File: src/sv/hkrt_pkg.sv
// Package with the constants and request codes of the HID keyboard report tracker.
`default_nettype none
package hkrt_pkg;

	// Held-key list depth and number of key slots in one report
	localparam int KEY_SLOTS    = 6;
	localparam int REPORT_SLOTS = 6;
	localparam int CNT_W        = $clog2(KEY_SLOTS + 1);

	localparam int KEY_W = 8;
	localparam int MOD_W = 8;
	localparam int REQ_W = 2;

	// Request codes
	localparam logic [REQ_W-1:0] REQ_PRESS       = 2'd0;
	localparam logic [REQ_W-1:0] REQ_RELEASE     = 2'd1;
	localparam logic [REQ_W-1:0] REQ_RELEASE_ALL = 2'd2;
	localparam logic [REQ_W-1:0] REQ_UNUSED      = 2'd3;

	localparam logic [KEY_W-1:0] KEY_NONE = 8'h00;

endpackage
`default_nettype wire

File: src/sv/hid_keyboard_report_tracker.sv
// Top level of the HID boot keyboard report tracker: modifier byte and held-key list.
// An event is taken into the event register; its report, marked by done, is registered from there.
// Throughput: one event per cycle; busy is always low, since the list update is one
// compare-and-shift pass over the six slots between the event register and the state.
// Reset: arst_n clears the modifier byte, the held-key list, its count and enabled.
// Reports cannot be stalled: done is high for exactly one cycle per report.
`default_nettype none
module hid_keyboard_report_tracker import hkrt_pkg::*; (
	input  wire logic             clk,
	input  wire logic             arst_n,
	input  wire logic             cfg_we,
	input  wire logic             cfg_wdata,
	input  wire logic             start,
	output logic                  busy,
	input  wire logic [REQ_W-1:0] req_type,
	input  wire logic [KEY_W-1:0] key_code,
	input  wire logic [MOD_W-1:0] modifier_mask,
	output logic                  done,
	output logic [MOD_W-1:0]      modifiers,
	output logic [KEY_W-1:0]      key_slot_0,
	output logic [KEY_W-1:0]      key_slot_1,
	output logic [KEY_W-1:0]      key_slot_2,
	output logic [KEY_W-1:0]      key_slot_3,
	output logic [KEY_W-1:0]      key_slot_4,
	output logic [KEY_W-1:0]      key_slot_5
);

	logic                  enabled_q;
	logic                  valid_s1;
	logic [REQ_W-1:0]      req_s1;
	logic [KEY_W-1:0]      code_s1;
	logic [MOD_W-1:0]      mask_s1;
	logic                  done_q;
	logic [MOD_W-1:0]      mods_q;
	logic [KEY_W-1:0]      slots_q [KEY_SLOTS];
	logic [CNT_W-1:0]      count_q;

	logic [MOD_W-1:0]      mods_d;
	logic [KEY_W-1:0]      slots_d [KEY_SLOTS];
	logic [CNT_W-1:0]      count_d;
	logic [KEY_SLOTS-1:0]  hit;
	logic [KEY_SLOTS-1:0]  shift_from;
	logic                  any_hit;
	logic                  list_full;
	logic [KEY_W-1:0]      report [REPORT_SLOTS];

	// Events are never held off
	assign busy = 1'b0;

	// Write the enable register
	always_ff @(posedge clk or negedge arst_n) begin
		if (!arst_n) begin
			enabled_q <= 1'b0;
		end else if (cfg_we) begin
			enabled_q <= cfg_wdata;
		end
	end

	// Capture the event; drop it when disabled or of an unused request code
	always_ff @(posedge clk or negedge arst_n) begin
		if (!arst_n) begin
			valid_s1 <= 1'b0;
		end else begin
			valid_s1 <= start && enabled_q && (req_type != REQ_UNUSED);
		end
	end

	always_ff @(posedge clk) begin
		if (start) begin
			req_s1  <= req_type;
			code_s1 <= key_code;
			mask_s1 <= modifier_mask;
		end
	end

	// Compare the code against every slot; empty slots hold zero
	always_comb begin
		for (int i = 0; i < KEY_SLOTS; i++) begin
			hit[i] = (slots_q[i] == code_s1) && (code_s1 != KEY_NONE);
		end
		any_hit   = |hit;
		list_full = (count_q >= CNT_W'(KEY_SLOTS));
		// Slots at or after the released code take the next slot's value
		shift_from[0] = hit[0];
		for (int i = 1; i < KEY_SLOTS; i++) begin
			shift_from[i] = shift_from[i-1] | hit[i];
		end
	end

	// Next state for the event in stage one
	always_comb begin
		mods_d  = mods_q;
		count_d = count_q;
		for (int i = 0; i < KEY_SLOTS; i++) begin
			slots_d[i] = slots_q[i];
		end
		if (req_s1 == REQ_RELEASE_ALL) begin
			mods_d  = '0;
			count_d = '0;
			for (int i = 0; i < KEY_SLOTS; i++) begin
				slots_d[i] = KEY_NONE;
			end
		end else if (mask_s1 != '0) begin
			if (req_s1 == REQ_PRESS) begin
				mods_d = mods_q | mask_s1;
			end else begin
				mods_d = mods_q & ~mask_s1;
			end
		end else if (req_s1 == REQ_PRESS) begin
			// Append a new code at the end of the list if there is room
			if (code_s1 != KEY_NONE && !any_hit && !list_full) begin
				for (int i = 0; i < KEY_SLOTS; i++) begin
					if (CNT_W'(i) == count_q) begin
						slots_d[i] = code_s1;
					end
				end
				count_d = count_q + 1'b1;
			end
		end else if (any_hit) begin
			// Remove the code and close the gap, zero-filling the last slot
			for (int i = 0; i < KEY_SLOTS; i++) begin
				if (shift_from[i]) begin
					slots_d[i] = (i + 1 < KEY_SLOTS) ? slots_q[(i + 1) % KEY_SLOTS] : KEY_NONE;
				end
			end
			count_d = count_q - 1'b1;
		end
	end

	// Advance the keyboard state and raise the report strobe
	always_ff @(posedge clk or negedge arst_n) begin
		if (!arst_n) begin
			done_q  <= 1'b0;
			mods_q  <= '0;
			count_q <= '0;
			for (int i = 0; i < KEY_SLOTS; i++) begin
				slots_q[i] <= KEY_NONE;
			end
		end else begin
			done_q <= valid_s1;
			if (valid_s1) begin
				mods_q  <= mods_d;
				count_q <= count_d;
				for (int i = 0; i < KEY_SLOTS; i++) begin
					slots_q[i] <= slots_d[i];
				end
			end
		end
	end

	// Map the held list onto the report slots; slots past the list read zero
	for (genvar g = 0; g < REPORT_SLOTS; g++) begin : g_report
		if (g < KEY_SLOTS) begin : g_used
			assign report[g] = slots_q[g];
		end else begin : g_empty
			assign report[g] = KEY_NONE;
		end
	end

	assign done       = done_q;
	assign modifiers  = mods_q;
	assign key_slot_0 = report[0];
	assign key_slot_1 = report[1];
	assign key_slot_2 = report[2];
	assign key_slot_3 = report[3];
	assign key_slot_4 = report[4];
	assign key_slot_5 = report[5];

	// A report follows only an event held in stage one
	a_done_follows_event: assert property (@(posedge clk) disable iff (!arst_n)
		done_q |-> $past(valid_s1))
		else $error("report strobe without a captured event");

	// The held count never exceeds the list depth
	a_count_bound: assert property (@(posedge clk) disable iff (!arst_n)
		count_q <= CNT_W'(KEY_SLOTS))
		else $error("held-key count beyond list depth");

	// Release all leaves an empty report
	a_release_all_clears: assert property (@(posedge clk) disable iff (!arst_n)
		(valid_s1 && req_s1 == REQ_RELEASE_ALL) |=> (count_q == '0 && mods_q == '0
			&& slots_q[0] == KEY_NONE))
		else $error("release all left state behind");

	// The count changes by at most one per event
	a_count_step: assert property (@(posedge clk) disable iff (!arst_n)
		(valid_s1 && req_s1 != REQ_RELEASE_ALL) |=>
			(count_q == $past(count_q) || count_q == $past(count_q) + 1'b1
			|| count_q == $past(count_q) - 1'b1))
		else $error("held-key count jumped");

	// An empty list shows no key in the first slot
	a_empty_first_slot: assert property (@(posedge clk) disable iff (!arst_n)
		(count_q == '0) |-> (slots_q[0] == KEY_NONE))
		else $error("empty list with a nonzero first slot");

endmodule
`default_nettype wire
File: config.mk
export PLATFORM = sky130hd
export DESIGN_NAME = hid_keyboard_report_tracker
export DESIGN_NICKNAME = d
export VERILOG_FILES = /design/src/sv/hkrt_pkg.sv /design/src/sv/hid_keyboard_report_tracker.sv
export SDC_FILE = /design/constraint.sdc
export NUM_CORES = 1
export LEC_CHECK = 0
export BUFFER_PORTS_ARGS = -buffer_cell sky130_fd_sc_hd__buf_4
export CORE_AREA = 2 2 98 119
export CTS_CLUSTER_DIAMETER = 40
export DETAILED_ROUTE_END_ITERATION = 7
export DIE_AREA = 0 0 100 121
export PLACE_DENSITY_LB_ADDON = 0.12
export SYNTH_ARGS = -nofsm -noshare
export SYNTH_HDL_FRONTEND = slang
export SYNTH_SLANG_ARGS = --single-unit
File: constraint.sdc
create_clock -name clk -period 6.1 [get_ports clk]
set_clock_uncertainty 0.1 [all_clocks]
set_input_delay 0 -clock clk [delete_from_list [all_inputs] [get_ports clk]]
set_output_delay 0 -clock clk [all_outputs]
set_load 0.01 [all_outputs]
==> results.ini, run 1 <==
[outcome]
status=completed

[clocking]
clock_latency_ns=0.33
path_clk_slew_ns=0.06
cts_tree=built
clkSinkCount=80
cts_root_buf=clkbuf_16
cts_buffers=9
cts.path.max_buffers=2
post_cts_buffers=0
htreeDepth=3

[cells_and_area]
area_growth_pct=26.7
diodes=0
layout.nets=517
drive_gt1_frac=0.243
fin_util=0.500
fillers=1015
layout_commonest_cell=buf_4
final_cell_mix=81 x buf_4, 62 x dfrtp_1, 61 x a21oi_1, 44 x inv_1, 41 x mux2i_1

[yosys]
ys.flop_type=dfrtp_1
async_reset_ff_frac=0.775
synth_warnings=0
synth_edf_count=18
synth_cell_type_count=42
ys_ff_latch=80
syn_area_mm2=0.00431
synthCells=393
ys_seq_area_frac=0.485
synth_nets=422
syn_area_per_cell_um2=11.0

[timing]
worst_pin_slew_ns=0.870
rsz0062_at_grt=no
relSlewSlack=0.419
max_freq_mhz=280
min_period_over_period=0.585
holdWs_ns=0.183
fin_setup_tns_ns=0
min_period_ns=3.57
slew_viol_final=0
setup-violations-final=0
hold_viol=0

[detailed_routing]
routedWlPerCell_um=17.4
drt-initial-drc-count=140
routed_wl_mm=10.8
drc=0
firstDrtPassIters=4
vias_per_cell=5.14
vias=3215
ant_nets=0

[worst_setup_path]
crit_slowest_cell=a2111oi_4
worstSetupStartpointType=flop
crit_required_ns=6.25
crit_arrival_ns=3.72
cpPeakStageDelay_ns=0.80
crit_chain=nor4_4 -> nand2_2 -> and3_1 -> or3_4 -> o41a_1 -> a2111oi_4 -> mux2i_1
critPathCaptureType=flop
crit_family=compound AO/OA/AOI/OAI gates
worst-path-max-fanout=9
crit_type=flop to flop
path_buf_inv=0

[floorplan]
io_pins=81
initial_core_util=0.394
fp.dieH_um=121
die_w_um=100
num_rows=42
dieArea_mm2=0.0121
core_area_mm2=0.0109

[placed_design]
hpwlAfterDp_mm=7.72
numPortBuffers=79
gp_congestion=0.820

[grt]
grt_pass1_vias=3273
track_usage=0.190
overflow=0
grt_pass1_wl_mm=17.7
antenna_found_initial=0
grt_start_max_net_pins=63

[worst_hold_path]
min_path_type=primary input to asynchronous set/reset pin

[power]
vdd_drop_max_mv=0.158
total_power_mw=1.98
leakage_nw=2.56
power_density_mw_per_mm2=363

[run]
drv_cap=0

==> logic make-up (layout without fill, tap and decap cells) <==
logic type | Yosys count | count (layout) | synth area share
flip-flops | 80 | 80 | 0.485
AO/OA/AOI/OAI | 79 | 79 | 0.106
AND/OR/NAND/NOR | 65 | 65 | 0.0984
buffers and inverters | 64 | 164 | 0.0755
multiplexers | 50 | 50 | 0.119
XOR/XNOR | 48 | 48 | 0.0975
adder cells (fa/ha/maj) | 6 | 6 | 0.0174
other | 1 | 1 | 0.000870
==> layer usage <==
metal,global-route usage,vias to the layer above,routed length (µm)
li1,-,1538,-
met1,0.261,1577,4970
met2,0.300,96,5300
met3,0.0438,4,511
met4,0.0557,0,69
met5,0,-,0
==> where the power goes <==
group | leakage (nW) | total (mW) | internal, mW | switching, mW
Sequential | 0.994 | 0.845 | 0.672 | 0.174
Combinational | 1.42 | 0.586 | 0.306 | 0.280
Clock | 0.149 | 0.550 | 0.329 | 0.220
==> cell usage after synthesis, drive strengths merged (2+ instances only) <==
cell,instances,area share
a21o,2,0.0035
a21oi,61,0.071
and2,8,0.012
and3,3,0.0058
buf,10,0.022
clkbuf,9,0.0078
dfrtp,62,0.36
edfxtp,18,0.13
ha,6,0.017
inv,44,0.038
mux2,9,0.024
mux2i,41,0.095
nand2,23,0.021
nand3,3,0.0035
nand4,3,0.0044
nor2,3,0.0026
nor3,2,0.0075
nor4,14,0.032
o211ai,2,0.0035
o21ai,6,0.0070
o41ai,2,0.0041
or2,2,0.0029
or3,2,0.0041
xnor2,12,0.024
xor2,36,0.073
==> metrics by stage <==
stage               worst slack, ns  std cells  area (µm²)
detailed placement             2.52        586        4920
CTS                            2.50        625        5460
finish                         2.53        625        5460
global route                   2.34        625        5460
floorplan                      3.01        393        4310
global placement               2.61        586        4920
==> state kept, by name, summed over array words and instances (netlist names), 2 cells and up <==
name	cells
code_s1	8
count_q	3
key_slot_0	8
key_slot_1	8
key_slot_2	8
key_slot_3	8
key_slot_4	8
key_slot_5	8
mask_s1	8
modifiers	8
req_s1	2
==> cell type report <==
type / instances / area [µm²] / area share
clock buffer: 10 / 239 / 0.0438
sequential: 80 / 2090 / 0.383
tap: 132 / 165 / 0.0302
clock inverter: 6 / 68.8 / 0.0126
multi-input combinational: 249 / 1890 / 0.347
inverter: 44 / 165 / 0.0302
timing repair buffer: 104 / 838 / 0.153
==> worst paths after layout <==
path	to	depth (start not counted)	slack, ns	startpoint
worst max-delay path	key_slot_0[0]	7	2.53	code_s1[4]
worst min-delay path	key_slot_1[1]	2	0.18	arst_n
worst max register to register	key_slot_0[0]	7	2.53	code_s1[4]
worst min register to register	modifiers[5]	2	0.44	modifiers[5]
max in group asynchronous	modifiers[5]	2	5.13	arst_n
min in group clk	mask_s1[1]	2	0.28	modifier_mask[1]
==> repair_timing <==
| item | 4_1_cts | 5_1_grt |
|---|---|---|
| hold endpoints to repair | 100 | 0 |
| hold buffers | 23 | 0 |
| gates resized for setup | 0 | 0 |
(Power assumes the default switching activity.)
==> run 2, diff against run 1 <==
Settings changed: ABC_AREA set to 1, CORE_AREA 2 2 98 119 to 2 2 105 127, DIE_AREA 0 0 100 121 to 0 0 107 129.
Clock period 6.1 ns to 3.2 ns, I/O delays scaled along.
==> run 2 against run 1 <==
Setup slack worse by 2.0 ns. Combinational power is 44% higher. Global-route usage is 3.8 points higher. Hold slack improved by 0.015 ns. Critical endpoint is now key_slot_5[2]. Synthesized cell count up 60%. Design area is 11% higher. Cell count up 43%. Clock power up 78%. Register-to-register slack got worse by 2.0 ns.
==> results.ini, run 2 <==
[outcome]
status=completed

[cells_and_area]
diodes=0
final_cell_area_mm2=0.00608
final_cell_mix=225 x nand2_1, 85 x buf_4, 62 x dfrtp_1, 54 x inv_1, 50 x nor2_1
layout_commonest_cell=nand2_1
drive_gt1_frac=0.203
layout.nets=753
stdcell_count=893
area_growth_pct=23.5
fillers=1253

[yosys]
synth.area.top_cells=dfrtp_1 32%, nand2_1 17%, edfxtp_1 11%, nand3_1 4.2%, inv_1 4.1%
synthCells=628
ys_top_cells_by_count=225 x nand2_1, 62 x dfrtp_1, 54 x inv_1
ys.flop_type=dfrtp_1
yosysTopAreaCellShare=0.315
ys_seq_area_frac=0.425
synth_most_common_cell=nand2_1
yosysTopAreaCell=dfrtp_1
synth_nets=657
async_reset_ff_frac=0.775
syn_area_per_cell_um2=7.84
ys_ff_latch=80
synth_warnings=0
synth_edf_count=18
synth_cell_type_count=42
syn_area_mm2=0.00492

[worst_setup_path]
rrSetupSlack_ns=0.58
r2r_start=code_s1[2]
rr_worst_depth=14
critPathCaptureType=flop
crit_type=flop to flop
worst-path-max-fanout=30
reg2reg_to=key_slot_5[2]
worstSetupStartpointType=flop
crit_arrival_ns=2.80
crit_required_ns=3.38

[run]
drv_cap=0

[detailed_routing]
drc=0
drt-initial-drc-count=236
routed_wl_mm=15.0
firstDrtPassIters=5
ant_nets=0
vias_per_cell=5.02
vias=4482
routedWlPerCell_um=16.8

[grt]
grt_start_max_net_pins=63
grt_pass1_wl_mm=23.7
track_usage=0.228
antenna_found_initial=0
grt_pass1_vias=4338
overflow=0

[floorplan]
num_rows=45
initial_core_util=0.392
die_w_um=107
fp.dieH_um=129
io_pins=81
dieArea_mm2=0.0138
core_area_mm2=0.0126

[timing]
slew_viol_final=0
setup_ws_ns=0.583
relSlewSlack=0.455
fin_setup_tns_ns=0
min_period_over_period=0.818
hold_viol=0
min_period_ns=2.62
rsz0062_at_grt=no
max_freq_mhz=382
setup-violations-final=0
worst_pin_slew_ns=0.817

[clocking]
cts.path.max_buffers=2
cts_buffers=9
post_cts_buffers=0
htreeDepth=3
clkSinkCount=80
ctsResizeCount=0
clock_latency_ns=0.34
path_clk_slew_ns=0.07
cts_root_buf=clkbuf_16
holdBufCountCts=23
cts_tree=built

[placed_design]
place_area_mm2=0.00557
place_ws_ns=0.619
gp_congestion=0.930
numPortBuffers=79
placed_cells=854
hpwlAfterDp_mm=10.9

[power]
leakage_nw=3.11
vdd_drop_max_mv=0.231
power_density_mw_per_mm2=519

[worst_hold_path]
min_path_type=primary input to asynchronous set/reset pin

## run 2: cell count changes in the layout (fill, tap and decap cells not counted), moves of 8 or more
cell / before / now
nand2_1: 22 / 225
nand3_1: 3 / 41
nor2_1: 3 / 50
mux2_2: 9 / 1
o21ai_0: 6 / 32
nand4_1: 3 / 17
inv_1: 44 / 54
mux2i_1: 41 / 0
nor4_1: 10 / 0
a21oi_1: 61 / 13
xor2_1: 36 / 11
## run 2: area by class of cell
| cell class | instances | area (µm²) | share of cell area |
|---|---|---|---|
| multi-input cells | 456 | 2350 | 0.386 |
| inverters | 69 | 290 | 0.0478 |
| clock buffers | 10 | 229 | 0.0377 |
| clock inverters | 6 | 45.0 | 0.00741 |
| flip-flops and latches | 80 | 2090 | 0.344 |
| well taps | 164 | 205 | 0.0338 |
| repair buffers | 108 | 868 | 0.143 |
## run 2: logic make-up after synthesis
kind of cell | share of synthesized area
buffers and inverters | 0.0976
DFF | 0.425
AOI/OAI and AO/OA | 0.0676
xor gates and xnor gates | 0.0409
other | 0.000762
and+or+nand+nor | 0.350
muxes | 0.00229
adders and majority gates | 0.0153
## run 2: worst max-delay path by stage
stage                from             to  slack (ns)  cells after the start
4_1_cts        code_s1[2]  key_slot_1[1]        0.60                     14
3_5_place_dp   code_s1[2]  key_slot_1[1]        0.62                     14
2_1_floorplan  code_s1[6]  key_slot_4[0]        1.28                     15
6_report       code_s1[2]  key_slot_5[2]        0.58                     14
3_3_place_gp   code_s1[2]  key_slot_0[2]        0.60                     14
5_1_grt        code_s1[5]  key_slot_1[6]        0.37                     12
## run 2: power by group
| part | internal [mW] | switching, mW | leakage (nW) |
|---|---|---|---|
| Clock | 0.530 | 0.449 | 0.126 |
| Sequential | 1.17 | 0.155 | 1.01 |
| Combinational | 0.356 | 0.489 | 1.98 |
| Total | 2.06 | 1.09 | 3.11 |
## run 2: routing by layer
metal / vias to the layer above / wire length [µm] / part of all wire / global-route usage
met1: 2129 / 6430 / 0.43 / 0.295
li1: 2189 / - / - / -
met5: - / 0 / 0 / 0
met3: 17 / 772 / 0.051 / 0.0355
met4: 0 / 250 / 0.017 / 0.0726
met2: 147 / 7550 / 0.50 / 0.393
## run 2: critical path, cell delays in order, from the launching register on
cell and delay [ns]:
edfxtp_1 0.61, inv_2 0.14, nand2_1 0.08, nand2_1 0.05
nor2_1 0.22, nand2_1 0.09, nor2_1 0.13, nand2_1 0.06
nand2_1 0.06, nor2_1 0.05, nand3_2 0.22, inv_2 0.10
nor2_8 0.40, nand3_1 0.15, nand2_1 0.08
## run 2: through the flow
stage	hold slack, ns	total power [mW]	utilization
2_1_floorplan	-0.396	1.83	-
3_3_place_gp	0.0525	2.17	0.444
3_5_place_dp	0.0593	2.17	0.444
4_1_cts	0.232	3.18	0.484
5_1_grt	0.269	3.35	0.484
6_report	0.198	3.15	0.484
==> run 3, diff against run 2 <==
Clock period 3.2 ns to 2.6 ns, I/O delays scaled along.
==> run 3 against run 2 <==
Non-clock buffer count grew 19. Cell count grew 2.2%. Die area is the same. Critical path type unchanged.
==> results.ini, run 3 (synthesized netlist as in run 2, its figures left out) <==
[outcome]
status=completed

[power]
vdd_drop_max_mv=0.335
leakage_nw=3.24
power_density_mw_per_mm2=637
total_power_mw=4.00

[detailed_routing]
routedWlPerCell_um=16.4
drc=0
vias=4602
ant_nets=0
vias_per_cell=5.04
firstDrtPassIters=6
routed_wl_mm=15.0
drt-initial-drc-count=366

[cells_and_area]
diodes=0
drive_gt1_frac=0.224
area_growth_pct=27.7
fillers=1230
layout_commonest_cell=nand2_1
fin_util=0.500
layout.nets=773
final_cell_mix=225 x nand2_1, 102 x buf_4, 62 x dfrtp_1, 54 x inv_1, 50 x nor2_1

[timing]
max_freq_mhz=418
slew_viol_final=0
min_period_ns=2.39
hold_viol=0
fin_setup_tns_ns=0
min_period_over_period=0.920
relSlewSlack=0.450
setup-violations-final=0
worst_pin_slew_ns=0.825
rsz0062_at_grt=no

[worst_setup_path]
crit_arrival_ns=2.56
crit_required_ns=2.77
worst-path-max-fanout=9
crit_type=flop to flop
crit_slowest_cell=edfxtp_1
crit_family=simple AND/OR/NAND/NOR gates
worstSetupStartpointType=flop
cpPeakStageDelay_ns=0.54
path_buf_inv=3
critPathCaptureType=flop
crit_chain=inv_6 -> nand2_4 -> nor2_4 -> nand2_4 -> nand3_1 -> nor2_1 -> buf_4 -> nor2_4 -> nand3_4 -> nand2_8 -> nand2_8 -> nor2_8 -> buf_4 -> nand2_1 -> o21ai_1

[grt]
grt_start_max_net_pins=63
overflow=0
grt_pass1_wl_mm=23.3
track_usage=0.223
antenna_found_initial=0
grt_pass1_vias=4386

[floorplan]
io_pins=81
initial_core_util=0.392
dieArea_mm2=0.0138
num_rows=45
die_w_um=107
fp.dieH_um=129
core_area_mm2=0.0126

[clocking]
htreeDepth=3
cts.path.max_buffers=2
clkSinkCount=80
path_clk_slew_ns=0.06
cts_buffers=9
cts_tree=built
cts_root_buf=clkbuf_16
clock_latency_ns=0.34

[placed_design]
hpwlAfterDp_mm=11.1
gp_congestion=0.897
numPortBuffers=79

[run]
drv_cap=0

[worst_hold_path]
min_path_type=primary input to asynchronous set/reset pin

## run 3: cell count changes in the layout (fill, tap and decap cells not counted), sizes merged
| cell | before | now |
|---|---|---|
| clkinv | 3 | 5 |
| bufinv | 0 | 1 |
| clkinvlp | 3 | 0 |
| buf | 85 | 104 |
| a21oi | 14 | 15 |
## run 3: worst paths after layout
| path | from | end | slack, ns | cells after the start |
|---|---|---|---|---|
| worst min-delay path | arst_n | key_slot_4[7] | 0.20 | 2 |
| worst max register to register | code_s1[6] | count_q[2] | 0.21 | 15 |
| min in group clk | modifier_mask[3] | mask_s1[3] | 0.27 | 2 |
| worst min register to register | valid_s1 | done | 0.31 | 0 |
| worst max-delay path | code_s1[6] | count_q[2] | 0.21 | 15 |
| max in group asynchronous | arst_n | key_slot_2[0] | 1.66 | 2 |
## run 3: final cells by class
| type | instances | area (µm²) | share of cell area |
|---|---|---|---|
| clock buffer | 10 | 229 | 0.0364 |
| sequential | 80 | 2090 | 0.333 |
| tap | 164 | 205 | 0.0327 |
| inverter | 69 | 290 | 0.0462 |
| multi-input combinational | 457 | 2360 | 0.376 |
| timing repair buffer | 127 | 1040 | 0.165 |
| clock inverter | 6 | 66.3 | 0.0106 |
## run 3: report_power, final
| part | leakage [nW] | switching [mW] | internal [mW] |
|---|---|---|---|
| Sequential | 1.01 | 0.178 | 1.44 |
| Clock | 0.147 | 0.538 | 0.749 |
| Combinational | 2.08 | 0.629 | 0.465 |
| Total | 3.24 | 1.34 | 2.66 |
## run 3: metal layers
metal,share of wire,GRT usage
met3,0.058,0.0395
met1,0.42,0.285
met5,0,0
met2,0.50,0.378
met4,0.024,0.0848
## run 3: repair_timing
action / CTS / global route
hold buffers: 23 / 0
gates resized for setup: 0 / 1
endpoints found under the hold margin: 100 / 0
setup endpoints to repair: 0 / 37
buffers inserted: 0 / 3
## run 3: worst reg2reg max path, delay by kind of cell, from the launching register on
kind,cells,cell delay (ns)
DFF,1,0.54
and+or+nand+nor,11,1.14
AOI/OAI and AO/OA,1,0.08
buffers and inverters,3,0.48
## run 3: metrics by stage
| stage | instances | hold WS (ns) | instance area (µm²) | worst slack, ns |
|---|---|---|---|---|
| global route | 913 | 0.266 | 6280 | 0.0189 |
| finish | 913 | 0.197 | 6280 | 0.208 |
| global placement | 870 | 0.0517 | 5720 | 0.150 |
| floorplan | 628 | -0.396 | 4920 | 0.680 |
| detailed placement | 870 | 0.0631 | 5720 | 0.0778 |
| CTS | 909 | 0.239 | 6240 | 0.0614 |
